## src/hdl/ttlc_pkg.sv

```systemverilog
// Package for the TTL service cache table.
// Holds request codes, the stored entry layout and the control and status bundles.
// No dependencies.
package ttlc_pkg;

  typedef enum logic [2:0] {
    REQ_LOOKUP  = 3'd0,
    REQ_ADD     = 3'd1,
    REQ_REFRESH = 3'd2,
    REQ_DELETE  = 3'd3,
    REQ_PURGE   = 3'd4,
    REQ_OLDEST  = 3'd5
  } req_t;

  localparam logic [31:0] EXPIRY_MARK  = 32'hFFFF_FFFF;
  localparam logic [31:0] OLDEST_LIMIT = 32'hFFFF_FFFE;
  localparam int unsigned COUNT_OUT_W  = 5;
  localparam logic [COUNT_OUT_W-1:0] COUNT_OUT_MAX = 5'd31;

  typedef struct packed {
    logic [31:0] addr;
    logic [31:0] tag;
    logic [31:0] expiry;
  } entry_t;

  typedef struct packed {
    logic start;
    logic issue;
    logic finish;
  } cmd_t;

  typedef struct packed {
    logic issue_done;
    logic pipe_busy;
    logic out_free;
  } sts_t;

endpackage

```

## src/hdl/ttl_service_cache_table.sv

```systemverilog
// TTL service cache table: an ordered table of service entries walked once per
// request. The single read port of the entry memory reads one entry per cycle
// during the walk. Lookup, add, refresh, delete, purge and find-oldest all walk
// every used entry. A new request is accepted in the cycle after the previous
// result has been loaded into the output register, so requests do not overlap.
// A result waits while the output register still holds an unaccepted
// transaction. Configuration writes to the own address are always accepted and
// must only occur while the block is idle.
// Depends on ttlc_pkg, ttlc_ctrl and ttlc_datapath.
module ttl_service_cache_table
  import ttlc_pkg::*;
#(
  parameter int TABLE_DEPTH = 16
) (
  input  logic        clk,
  input  logic        rst,
  input  logic        cfg_valid,
  output logic        cfg_ready,
  input  logic [31:0] cfg_data,
  input  logic        in_valid,
  output logic        in_ready,
  input  logic [2:0]  req_type,
  input  logic [31:0] entry_address,
  input  logic [31:0] url_tag,
  input  logic [31:0] max_age,
  input  logic [31:0] now_seconds,
  output logic        out_valid,
  input  logic        out_ready,
  output logic        success,
  output logic        table_full,
  output logic [4:0]  removed_count,
  output logic        oldest_found,
  output logic [31:0] oldest_address,
  output logic [31:0] oldest_url_tag
);

  logic [31:0] own_address;
  cmd_t        cmd;
  sts_t        sts;

  assign cfg_ready = 1'b1;

  always_ff @(posedge clk) begin
    if (rst) begin
      own_address <= '0;
    end else if (cfg_valid) begin
      own_address <= cfg_data;
    end
  end

  ttlc_ctrl u_ctrl (
    .clk      (clk),
    .rst      (rst),
    .in_valid (in_valid),
    .in_ready (in_ready),
    .sts      (sts),
    .cmd      (cmd)
  );

  ttlc_datapath #(
    .TABLE_DEPTH (TABLE_DEPTH)
  ) u_datapath (
    .clk            (clk),
    .rst            (rst),
    .cmd            (cmd),
    .sts            (sts),
    .own_address    (own_address),
    .req_type       (req_type),
    .entry_address  (entry_address),
    .url_tag        (url_tag),
    .max_age        (max_age),
    .now_seconds    (now_seconds),
    .out_valid      (out_valid),
    .out_ready      (out_ready),
    .success        (success),
    .table_full     (table_full),
    .removed_count  (removed_count),
    .oldest_found   (oldest_found),
    .oldest_address (oldest_address),
    .oldest_url_tag (oldest_url_tag)
  );

endmodule

```

## src/hdl/ttlc_ctrl.sv

```systemverilog
// Controller state machine of the TTL service cache table.
// Sequences the table walk and hands commands to ttlc_datapath; depends on ttlc_pkg.
module ttlc_ctrl
  import ttlc_pkg::*;
(
  input  logic clk,
  input  logic rst,
  input  logic in_valid,
  output logic in_ready,
  input  sts_t sts,
  output cmd_t cmd
);

  typedef enum logic [2:0] {
    S_IDLE   = 3'b001,
    S_SCAN   = 3'b010,
    S_FINISH = 3'b100
  } state_t;

  state_t state, state_next;

  always_ff @(posedge clk) begin
    if (rst) begin
      state <= S_IDLE;
    end else begin
      state <= state_next;
    end
  end

  always_comb begin
    state_next = state;
    cmd        = '0;
    in_ready   = 1'b0;
    unique case (state)
      S_IDLE: begin
        in_ready = 1'b1;
        if (in_valid) begin
          cmd.start  = 1'b1;
          state_next = S_SCAN;
        end
      end
      S_SCAN: begin
        cmd.issue = !sts.issue_done;
        if (sts.issue_done && !sts.pipe_busy) begin
          state_next = S_FINISH;
        end
      end
      S_FINISH: begin
        if (sts.out_free) begin
          cmd.finish = 1'b1;
          state_next = S_IDLE;
        end
      end
      default: begin
        state_next = S_IDLE;
      end
    endcase
  end

  a_finish_needs_slot: assert property (@(posedge clk) disable iff (rst)
    cmd.finish |-> sts.out_free)
    else $error("Result was loaded while the output register was occupied.");

  a_one_item_at_a_time: assert property (@(posedge clk) disable iff (rst)
    (in_valid && in_ready) |=> !in_ready)
    else $error("A second transaction was accepted during a walk.");

  a_no_issue_past_end: assert property (@(posedge clk) disable iff (rst)
    cmd.issue |-> !sts.issue_done)
    else $error("A read was issued beyond the used entries.");

endmodule

```

## src/hdl/ttlc_datapath.sv

```systemverilog
// Datapath of the TTL service cache table: entry memory, walk counters,
// request registers, accumulators and the output register. Depends on ttlc_pkg.
module ttlc_datapath
  import ttlc_pkg::*;
#(
  parameter int TABLE_DEPTH = 16
) (
  input  logic        clk,
  input  logic        rst,
  input  cmd_t        cmd,
  output sts_t        sts,
  input  logic [31:0] own_address,
  input  logic [2:0]  req_type,
  input  logic [31:0] entry_address,
  input  logic [31:0] url_tag,
  input  logic [31:0] max_age,
  input  logic [31:0] now_seconds,
  output logic        out_valid,
  input  logic        out_ready,
  output logic        success,
  output logic        table_full,
  output logic [4:0]  removed_count,
  output logic        oldest_found,
  output logic [31:0] oldest_address,
  output logic [31:0] oldest_url_tag
);

  localparam int IDX_W = (TABLE_DEPTH > 1) ? $clog2(TABLE_DEPTH) : 1;
  localparam int CNT_W = $clog2(TABLE_DEPTH + 1);
  localparam int RW    = (CNT_W > COUNT_OUT_W) ? CNT_W : COUNT_OUT_W;

  entry_t mem [TABLE_DEPTH];
  entry_t rd_q;

  logic [2:0]       r_op;
  logic [31:0]      r_addr;
  logic [31:0]      r_tag;
  logic [31:0]      r_now;
  logic [31:0]      r_exp;
  logic [CNT_W-1:0] used_cnt;
  logic [CNT_W-1:0] rd_idx;
  logic [IDX_W-1:0] proc_idx;
  logic             proc_v;
  logic [CNT_W-1:0] wptr;
  logic [CNT_W-1:0] removed_cnt;
  logic             found;
  logic             best_found;
  logic [31:0]      best_exp;
  logic [31:0]      best_addr;
  logic [31:0]      best_tag;

  logic             match;
  logic             expired;
  logic             drop;
  logic             compact;
  logic             older;
  logic             own_hit;
  logic             full;
  logic             add_ok;
  logic             wr_en;
  logic [IDX_W-1:0] wr_idx;
  entry_t           wr_data;
  logic [RW-1:0]    removed_ext;
  logic [4:0]       removed_sat;

  assign match   = proc_v && (rd_q.addr == r_addr) && (rd_q.tag == r_tag);
  assign expired = (rd_q.expiry == EXPIRY_MARK) || (r_now > rd_q.expiry);
  assign drop    = ((r_op == REQ_DELETE) && match) || ((r_op == REQ_PURGE) && expired);
  assign compact = proc_v && ((r_op == REQ_DELETE) || (r_op == REQ_PURGE));
  assign older   = proc_v && (r_op == REQ_OLDEST) && (rd_q.expiry < best_exp);
  assign own_hit = (r_addr == own_address);
  assign full    = (used_cnt == CNT_W'(TABLE_DEPTH));
  assign add_ok  = (r_op == REQ_ADD) && !own_hit && !found && !full;

  assign removed_ext = RW'(removed_cnt);
  assign removed_sat = (removed_ext > RW'(COUNT_OUT_MAX)) ? COUNT_OUT_MAX
                                                          : removed_ext[4:0];

  assign sts.issue_done = (rd_idx == used_cnt);
  assign sts.pipe_busy  = proc_v;
  assign sts.out_free   = !out_valid || out_ready;

  always_comb begin
    wr_en   = 1'b0;
    wr_idx  = used_cnt[IDX_W-1:0];
    wr_data = '{addr: r_addr, tag: r_tag, expiry: r_exp};
    priority if (cmd.finish && add_ok) begin
      wr_en = 1'b1;
    end else if (compact && !drop) begin
      wr_en   = 1'b1;
      wr_idx  = wptr[IDX_W-1:0];
      wr_data = rd_q;
    end else if ((r_op == REQ_REFRESH) && match) begin
      wr_en  = 1'b1;
      wr_idx = proc_idx;
    end else begin
      wr_en = 1'b0;
    end
  end

  always_ff @(posedge clk) begin
    if (wr_en) begin
      mem[wr_idx] <= wr_data;
    end
    if (cmd.issue) begin
      rd_q <= mem[rd_idx[IDX_W-1:0]];
    end
  end

  always_ff @(posedge clk) begin
    if (cmd.start) begin
      r_op   <= req_type;
      r_addr <= entry_address;
      r_tag  <= url_tag;
      r_now  <= now_seconds;
      r_exp  <= now_seconds + max_age;
    end
    if (cmd.issue) begin
      proc_idx <= rd_idx[IDX_W-1:0];
    end
    if (cmd.start) begin
      best_exp  <= OLDEST_LIMIT;
      best_addr <= '0;
      best_tag  <= '0;
    end else if (older) begin
      best_exp  <= rd_q.expiry;
      best_addr <= rd_q.addr;
      best_tag  <= rd_q.tag;
    end
    if (cmd.finish) begin
      success        <= ((r_op == REQ_LOOKUP) && (own_hit || found)) || add_ok ||
                        (((r_op == REQ_REFRESH) || (r_op == REQ_DELETE)) && found);
      table_full     <= (r_op == REQ_ADD) && !own_hit && !found && full;
      removed_count  <= (r_op == REQ_PURGE) ? removed_sat : '0;
      oldest_found   <= best_found;
      oldest_address <= best_addr;
      oldest_url_tag <= best_tag;
    end
  end

  always_ff @(posedge clk) begin
    if (rst) begin
      used_cnt    <= '0;
      rd_idx      <= '0;
      proc_v      <= 1'b0;
      wptr        <= '0;
      removed_cnt <= '0;
      found       <= 1'b0;
      best_found  <= 1'b0;
      out_valid   <= 1'b0;
    end else begin
      proc_v <= cmd.issue;
      if (cmd.start) begin
        rd_idx      <= '0;
        wptr        <= '0;
        removed_cnt <= '0;
        found       <= 1'b0;
        best_found  <= 1'b0;
      end else begin
        if (cmd.issue) begin
          rd_idx <= rd_idx + CNT_W'(1);
        end
        if (match) begin
          found <= 1'b1;
        end
        if (older) begin
          best_found <= 1'b1;
        end
        if (compact) begin
          if (drop) begin
            removed_cnt <= removed_cnt + CNT_W'(1);
          end else begin
            wptr <= wptr + CNT_W'(1);
          end
        end
      end
      if (cmd.finish) begin
        if (add_ok) begin
          used_cnt <= used_cnt + CNT_W'(1);
        end else if ((r_op == REQ_DELETE) || (r_op == REQ_PURGE)) begin
          used_cnt <= wptr;
        end
      end
      if (cmd.finish) begin
        out_valid <= 1'b1;
      end else if (out_ready) begin
        out_valid <= 1'b0;
      end
    end
  end

  a_used_in_range: assert property (@(posedge clk) disable iff (rst)
    used_cnt <= CNT_W'(TABLE_DEPTH))
    else $error("Entry count exceeds the table depth.");

  a_finish_shows_result: assert property (@(posedge clk) disable iff (rst)
    cmd.finish |=> out_valid)
    else $error("A finished request did not present a result.");

  a_compact_behind_read: assert property (@(posedge clk) disable iff (rst)
    compact |-> (wptr <= CNT_W'(proc_idx)))
    else $error("Compaction write pointer passed the entry being processed.");

endmodule

```

## config.mk

```make
export PLATFORM = sky130hd
export DESIGN_NAME = ttl_service_cache_table
export DESIGN_NICKNAME = d
export VERILOG_FILES = /design/src/hdl/ttlc_pkg.sv /design/src/hdl/ttl_service_cache_table.sv /design/src/hdl/ttlc_ctrl.sv /design/src/hdl/ttlc_datapath.sv
export SDC_FILE = /design/constraint.sdc
export NUM_CORES = 2
export LEC_CHECK = 0
export ABC_CLOCK_PERIOD_IN_PS = 14850
export BUFFER_PORTS_ARGS = -buffer_cell sky130_fd_sc_hd__buf_2
export CAP_MARGIN = 20
export CORE_MARGIN = 2
export CORE_UTILIZATION = 45
export DETAILED_ROUTE_END_ITERATION = 8
export PLACE_DENSITY_LB_ADDON = 0.2
export RECOVER_POWER = 25
export SLEW_MARGIN = 20
export SYNTH_ARGS = -nofsm -noshare
export SYNTH_HDL_FRONTEND = slang
export SYNTH_HIERARCHICAL = 1
export SYNTH_SLANG_ARGS = --single-unit
```

## constraint.sdc

```tcl
create_clock -name clk -period 14.85 [get_ports clk]
set_input_delay 0.7425 -clock clk [delete_from_list [all_inputs] [get_ports clk]]
set_output_delay 0.7425 -clock clk [all_outputs]
set_load 0.02 [all_outputs]
```

# --- Word level (Yosys, flattened, before mapping) ---
# Memories as Yosys holds them, arrays and structs flattened. A register that Yosys moved wholly into a read port is not among the register bits.
# Index checks and enable logic that the tools add are counted.
word_totals:
  word_cells: 117
  ram_bits: 1536
  memories: 1
  romBits: 0
  regBits: 362
  latchBits: 0
  out_inout_bits: 75
  inputBits: 168
op_classes:
  eq_ne: 17
  div_mod_pow: 0
  bitwise_logic: 1
  shifts: 0
  addsub: 5
  muxes: 25
  mul: 0
  magnitude_cmp: 3
  n_reduce_logical: 40
mem_list:
  columns: ["name", "words", "width", "read_ports", "rd_ports_with_merged_regs", "wr", "line", "source"]
  rows:
  - ["u_datapath.mem", 16, 96, 1, 1, 1, "ttlc_datapath.sv:32", "entry_t mem [TABLE_DEPTH];"]
op_table:
  columns: ["cell", "n"]
  rows:
  - ["96-bit two-way mux", 2]
  - ["32-bit == test", 3]
  - ["32-bit adder", 1]
  - ["32-bit == test, second input constant", 1]
  - ["32-bit > comparator", 1]
  - ["32-bit less-than comparator", 1]
  - ["5-bit by 1-bit adder with 5-bit output, second input constant", 4]
  - ["1-bit logical AND", 17]
  - ["5-bit two-way mux", 3]
  - ["1-bit two-way mux", 13]
  - ["4-bit two-way mux", 3]
  - ["3-bit by 2-bit == test with 1-bit output, second input constant", 3]
  - ["3-bit == test, second input constant", 3]
  - ["3-bit two-way mux", 3]
  - ["3-bit one-hot mux with 3 select lines", 1]
  - ["1-bit logical OR", 8]
  - ["1-bit logical NOT", 7]
  - ["3-bit by 1-bit == test with 1-bit output, second input constant", 2]
  - ["2-bit AND reduction", 3]
  - ["5-bit == test", 1]
  - ["5-bit == test, second input constant", 1]
  - ["5-bit > comparator, second input constant", 1]
  - ["2-bit inequality test, second input constant", 2]
  - ["2-bit nonzero test", 2]
  - ["5 further kinds", 5]

# --- Logic depth before layout (Yosys ltp) ---
depth:
  ltp_word: 11
  mapped_depth: 12
  ltp_nobuf: 11

# --- Modules after synthesis ---
# Netlist, hierarchy kept.
modules_own_cells:
  columns: ["mod", "cells_each", "area_each_um2", "n_inst", "seq_area_each_um2"]
  rows:
  - ["ttlc_datapath", 3669, 76860.0, 1, 57625.3]
  - ["ttl_service_cache_table", 105, 1174.9, 1, 640.6]
  - ["ttlc_ctrl", 24, 205.2, 1, 60.1]

# --- Worst setup path before layout ---
# OpenSTA, ideal clock, no wires.
synth_timing:
  path_kind: "input -> register"
  startpoint: "in out_ready"
  endpoint: "mem u_datapath/mem[0][0] (netlist name), enable pin"
  t_arrival_ns: 13.983
  setup_slack_ns: 0.174
  required_ns: 14.157
  cell_stages: 8
  setup_time_ns: 0.693
  path_cell_list: "nand2b_1 nand2_1 nor3_1 inv_1 nor2_1 a22o_1 nand2_1 a211oi_1"
synth_lines:
  columns: ["element", "line", "source"]
  rows:
  - ["start: declaration", "ttl_service_cache_table.sv:28", "input logic out_ready,"]
  - ["end: declaration", "ttlc_datapath.sv:32", null]

# --- Final worst setup path ---
layout_timing:
  startpoint: "reg u_datapath.rd_idx[1]"
  endpoint: "reg u_datapath/rd_q[14] (netlist name)"
layout_via:
  elab_chain_cells: 3
layout_lines:
  columns: ["element", "line", "source"]
  rows:
  - ["start: declaration", "ttlc_datapath.sv:41", "logic [CNT_W-1:0] rd_idx;"]
  - ["start signal: assignment", "ttlc_datapath.sv:161", "rd_idx <= rd_idx + CNT_W'(1);"]
  - ["5-bit == test", "ttlc_datapath.sv:79", "assign sts.issue_done = (rd_idx == used_cnt);"]
  - ["1-bit logical NOT", "ttlc_ctrl.sv:43", "cmd.issue = !sts.issue_done;"]
  - ["1-bit two-way mux", "ttlc_ctrl.sv:34", "unique case (state)"]
# Several ways; a longest one is shown, not always the timed one.
# A chain may end at the register's enable or synchronous reset.

==> metrics.txt <==
Worst Slack Setup Final=4.97 ns; Reg clk slew, reported paths=around 0.060 ns; slew margin rel.=-1.88; top post-synthesis cells by area=edfxtp_1 71%, mux4_2 14%, dfxtp_1 4.0%, ha_1 1.6%, mux2i_1 1.4%; top_reg_cell synth=edfxtp_1; Post-synth EDFFs=roughly 1800; IO Pins=243; top cell type's share of synthesized area=0.706; pin count of the biggest net entering global routing=about 120; Req. time, crit path=15.38 ns; initial antenna violation count=4; post-CTS setup buffers=0; row count=approximately 150; Net count, final=between 4000 and 5000; fin. max-slew vios=865; die width=421 um; CTS tree=done; hold_sp=entry_address[4]; post-route cell area=roughly 89000 um^2; CP max stage cell=clkbuf_1; die area=between 150000 and 200000 um^2; GRT Total Usage=0.220; RSZ-0062 raised after global routing=no; vias in the first global route=39100; first-pass GRT wire length=between 200000 and 300000 um; Routed WL per cell=around 29 um; Achievable Freq=101 MHz; Clk pwr share=0.433; cell taking the most area after synthesis=edfxtp_1; # DRC=0; Critical Path Start Type=flip-flop; Vias/cell=between 5 and 6; Most common cell on crit path=clkbuf_1; class of the most critical setup path=reg -> reg; element type at the critical path end=flip-flop; Register-to-Register Path Depth=5; pwr dens=between 100 and 150 nW/um^2; leakage=about 0.028 uW; Worst IR Drop VDD=between 0.1 and 0.15 mV; Clk Latency, worst-skew pair=0.87 ns; status=complete, but fails checks; synth unique cells=74; Final Hold Violating Endpoints=0; final WL=just under 200000 um; Worst Path Arrival=10.41 ns; CTS Buffer Depth=3; Layout area overhead=13.6%; Placement Setup Slack=between 8 and 9 ns; Via Count=between 30000 and 40000; crit-path cells=clkbuf_1, clkbuf_1, clkbuf_1, mux4_2, mux4_2; DP Cell Count=between 6000 and 7000; First-pass DRT Iterations=8; r2r setup slk=about 5.0 ns; ratio of cells with drive above 1 in the final layout=0.242; flops & latches, synth=between 1500 and 2000; post-place instance area=between 80000 and 90000 um^2; GR Overflow Total=0; violated checks=max-capacitance violations, max-slew violations; sequential share of the synthesized area=0.745; Hold Path Sink=u_datapath/r_addr[4]$_DFFE_PP_; Setup TNS=0 ns; Final Cycle Share=0.665; CP max stage delay=approximately 2.9 ns; max-cap viol count=20; Reg power frac=0.539; P_int=~9000 uW; post-synthesis cell area=between 70000 and 80000 um^2; Post-Syn Instances=about 3800; cts bufs inserted=about 200; CTS H-Tree Depth=4; GP Congestion=approximately 0.8; crit path max fanout=59; WP buf/inv=3; clk_skew=just under 0.06 ns; switching share of power=0.211; Async S/R FF share, synth=0; syn_area_per_cell=20.6 um^2; Worst R2R Start=u_datapath/rd_idx[1]$_SDFFE_PP0P_; worst-margin pin slew=between 4 and 5 ns; Top delay family on crit path=buffers and inverters; Hold Crit Class=in -> reg; FF-to-FF End=u_datapath/rd_q[14]$_DFFE_PP_; Routed Antenna Nets=0; Finish-stage setup viols=0; syn_nets=between 4000 and 5000; combinational share of power=0.028; root buf cell=clkbuf_16; Initial Utilization=0.452; starting DRC count in detailed routing=roughly 3800; switching power of the nets=~2400 uW; worst hold stages=1; yosys warns=6; PortBufs=241; Finished Layout Cells=roughly 6700; dpl hpwl=113000 um; chip height=around 420 um; Floorplan Core Area=~170000 um^2; clk sinks=approximately 2000; Final Critical Period=around 10 ns
[cell type report]
class,instances,area (um^2)
Antenna cell,2,5.00
Timing Repair Buffer,321,1640
Multi-Input combinational cell,1530,19000
Inverter,110,413
Fill cell,13700,84400
Clock inverter,90,1030
Sequential cell,1994,58300
Clock buffer,289,5600
Tap cell,2325,2910
[timing repair]
item / in CTS / in global routing
gates resized for setup: 0 / 0
endpoints found under the hold margin: 2 / 0
hold buffers: 2 / 0
[state kept, by name (all words and copies together) (netlist names), 3 cells and up]
register / flops
u_datapath/r_addr: 32
u_datapath/proc_idx: 4
u_datapath/wptr: 5
u_datapath/r_tag: 32
u_datapath/mem: 1536
u_datapath/oldest_address: 32
u_datapath/r_exp: 32
u_datapath/r_now: 32
u_ctrl/state: 3
u_datapath/best_addr: 32
u_datapath/best_tag: 32
u_datapath/rd_idx: 5
u_datapath/rd_q: 96
u_datapath/removed_count: 5
u_datapath/r_op: 3
own_address: 32
u_datapath/oldest_url_tag: 32
u_datapath/used_cnt: 5
u_datapath/removed_cnt: 5
u_datapath/best_exp: 32
[worst max path at each step]
stage / start / endpoint / cells past startpoint / slack [ns]
final: u_datapath/rd_idx[1]$_SDFFE_PP0P_ / u_datapath/rd_q[14]$_DFFE_PP_ / 5 / 4.97
after global routing: u_datapath/rd_idx[1]$_SDFFE_PP0P_ / u_datapath/rd_q[14]$_DFFE_PP_ / 5 / 4.33
after CTS: u_datapath/rd_q[57]$_DFFE_PP_ / u_datapath/mem[14][8]$_DFFE_PP_ / 10 / 8.66
after detailed placement: u_datapath/rd_q[7]$_DFFE_PP_ / u_datapath/mem[14][78]$_DFFE_PP_ / 12 / 8.69
after global placement: u_datapath/rd_q[7]$_DFFE_PP_ / u_datapath/mem[14][78]$_DFFE_PP_ / 12 / 8.69
after floorplan: out_ready / u_datapath/mem[0][0]$_DFFE_PP_ / 8 / 0.17
[cells by family (layout without fill, tap and decap cells)]
family,count (synthesis),count (layout),synth area share
and+or+nand+nor,392,392,0.0244
muxes,687,687,0.166
adders and majority gates,101,101,0.0162
buffers and inverters,274,810,0.0145
xor gates and xnor gates,110,110,0.0123
DFF,1994,1994,0.745
AOI/OAI and AO/OA,239,239,0.0209
other,1,3,0.0000479
[power by group through the flow]
stage | Combinational [uW] | Sequential [uW] | Clock (uW)
final | 328 | 6260 | 5020
after global routing | 359 | 6250 | 5340
after CTS | 336 | 6250 | 5120
after detailed placement | 333 | 6370 | 0
after global placement | 326 | 6370 | 0
after floorplan | 189 | 6350 | 0
[routing by layer]
metal	routed length [um]	vias up	global-route usage
met5	21	-	0
met3	11000	236	0.0339
met4	5070	4	0.0624
met2	98600	1223	0.368
met1	81200	20600	0.301
li1	-	16300	-
[Yosys cell counts, types with 16 or more instances]
master / number
dfxtp_1: 155
a211oi_1: 17
a21o_1: 26
mux2_2: 94
mux4_2: 480
nor2b_1: 16
xnor2_1: 68
buf_2: 17
buf_1: 39
clkbuf_1: 98
nand2_1: 78
nor4_1: 18
edfxtp_1: 1839
o21ai_0: 39
o211ai_1: 38
inv_1: 110
a21oi_1: 51
nand4_1: 37
ha_1: 100
nor2_1: 154
xor2_1: 42
mux2i_1: 112
[stage by stage]
stage	util	power, uW	hold slack, ns
floorplan	-	6540	0.406
global placement	0.476	6700	0.412
global route	0.513	11900	0.0166
CTS	0.515	11700	0.00274
finish	0.513	11600	0.0538
detailed placement	0.476	6700	0.413
[layout by cell type, fill, tap and decap left out, types with 7 or more instances in the layout]
cell type / n
edfxtp_1: 1839
mux4_2: 480
clkbuf_1: 206
clkbuf_16: 201
dfxtp_1: 154
nor2_1: 146
buf_2: 120
mux2i_1: 112
inv_1: 110
ha_1: 100
nand2_1: 78
mux2_2: 78
xnor2_1: 68
buf_4: 52
a21oi_1: 51
xor2_1: 42
o211ai_1: 38
o21ai_0: 37
nand4_1: 37
clkinv_2: 28
clkinv_1: 26
a21o_1: 26
clkbuf_8: 24
nor4_1: 17
mux2_1: 17
nor2b_1: 16
nand2b_1: 13
nand3_1: 13
bufinv_16: 12
nor3_1: 9
nand3b_1: 9
a211oi_1: 9
clkinv_16: 8
and2_0: 8
nor2_4: 8
a211oi_4: 8
nor3b_1: 7
No activity file was read; power rests on OpenSTA's default activity.
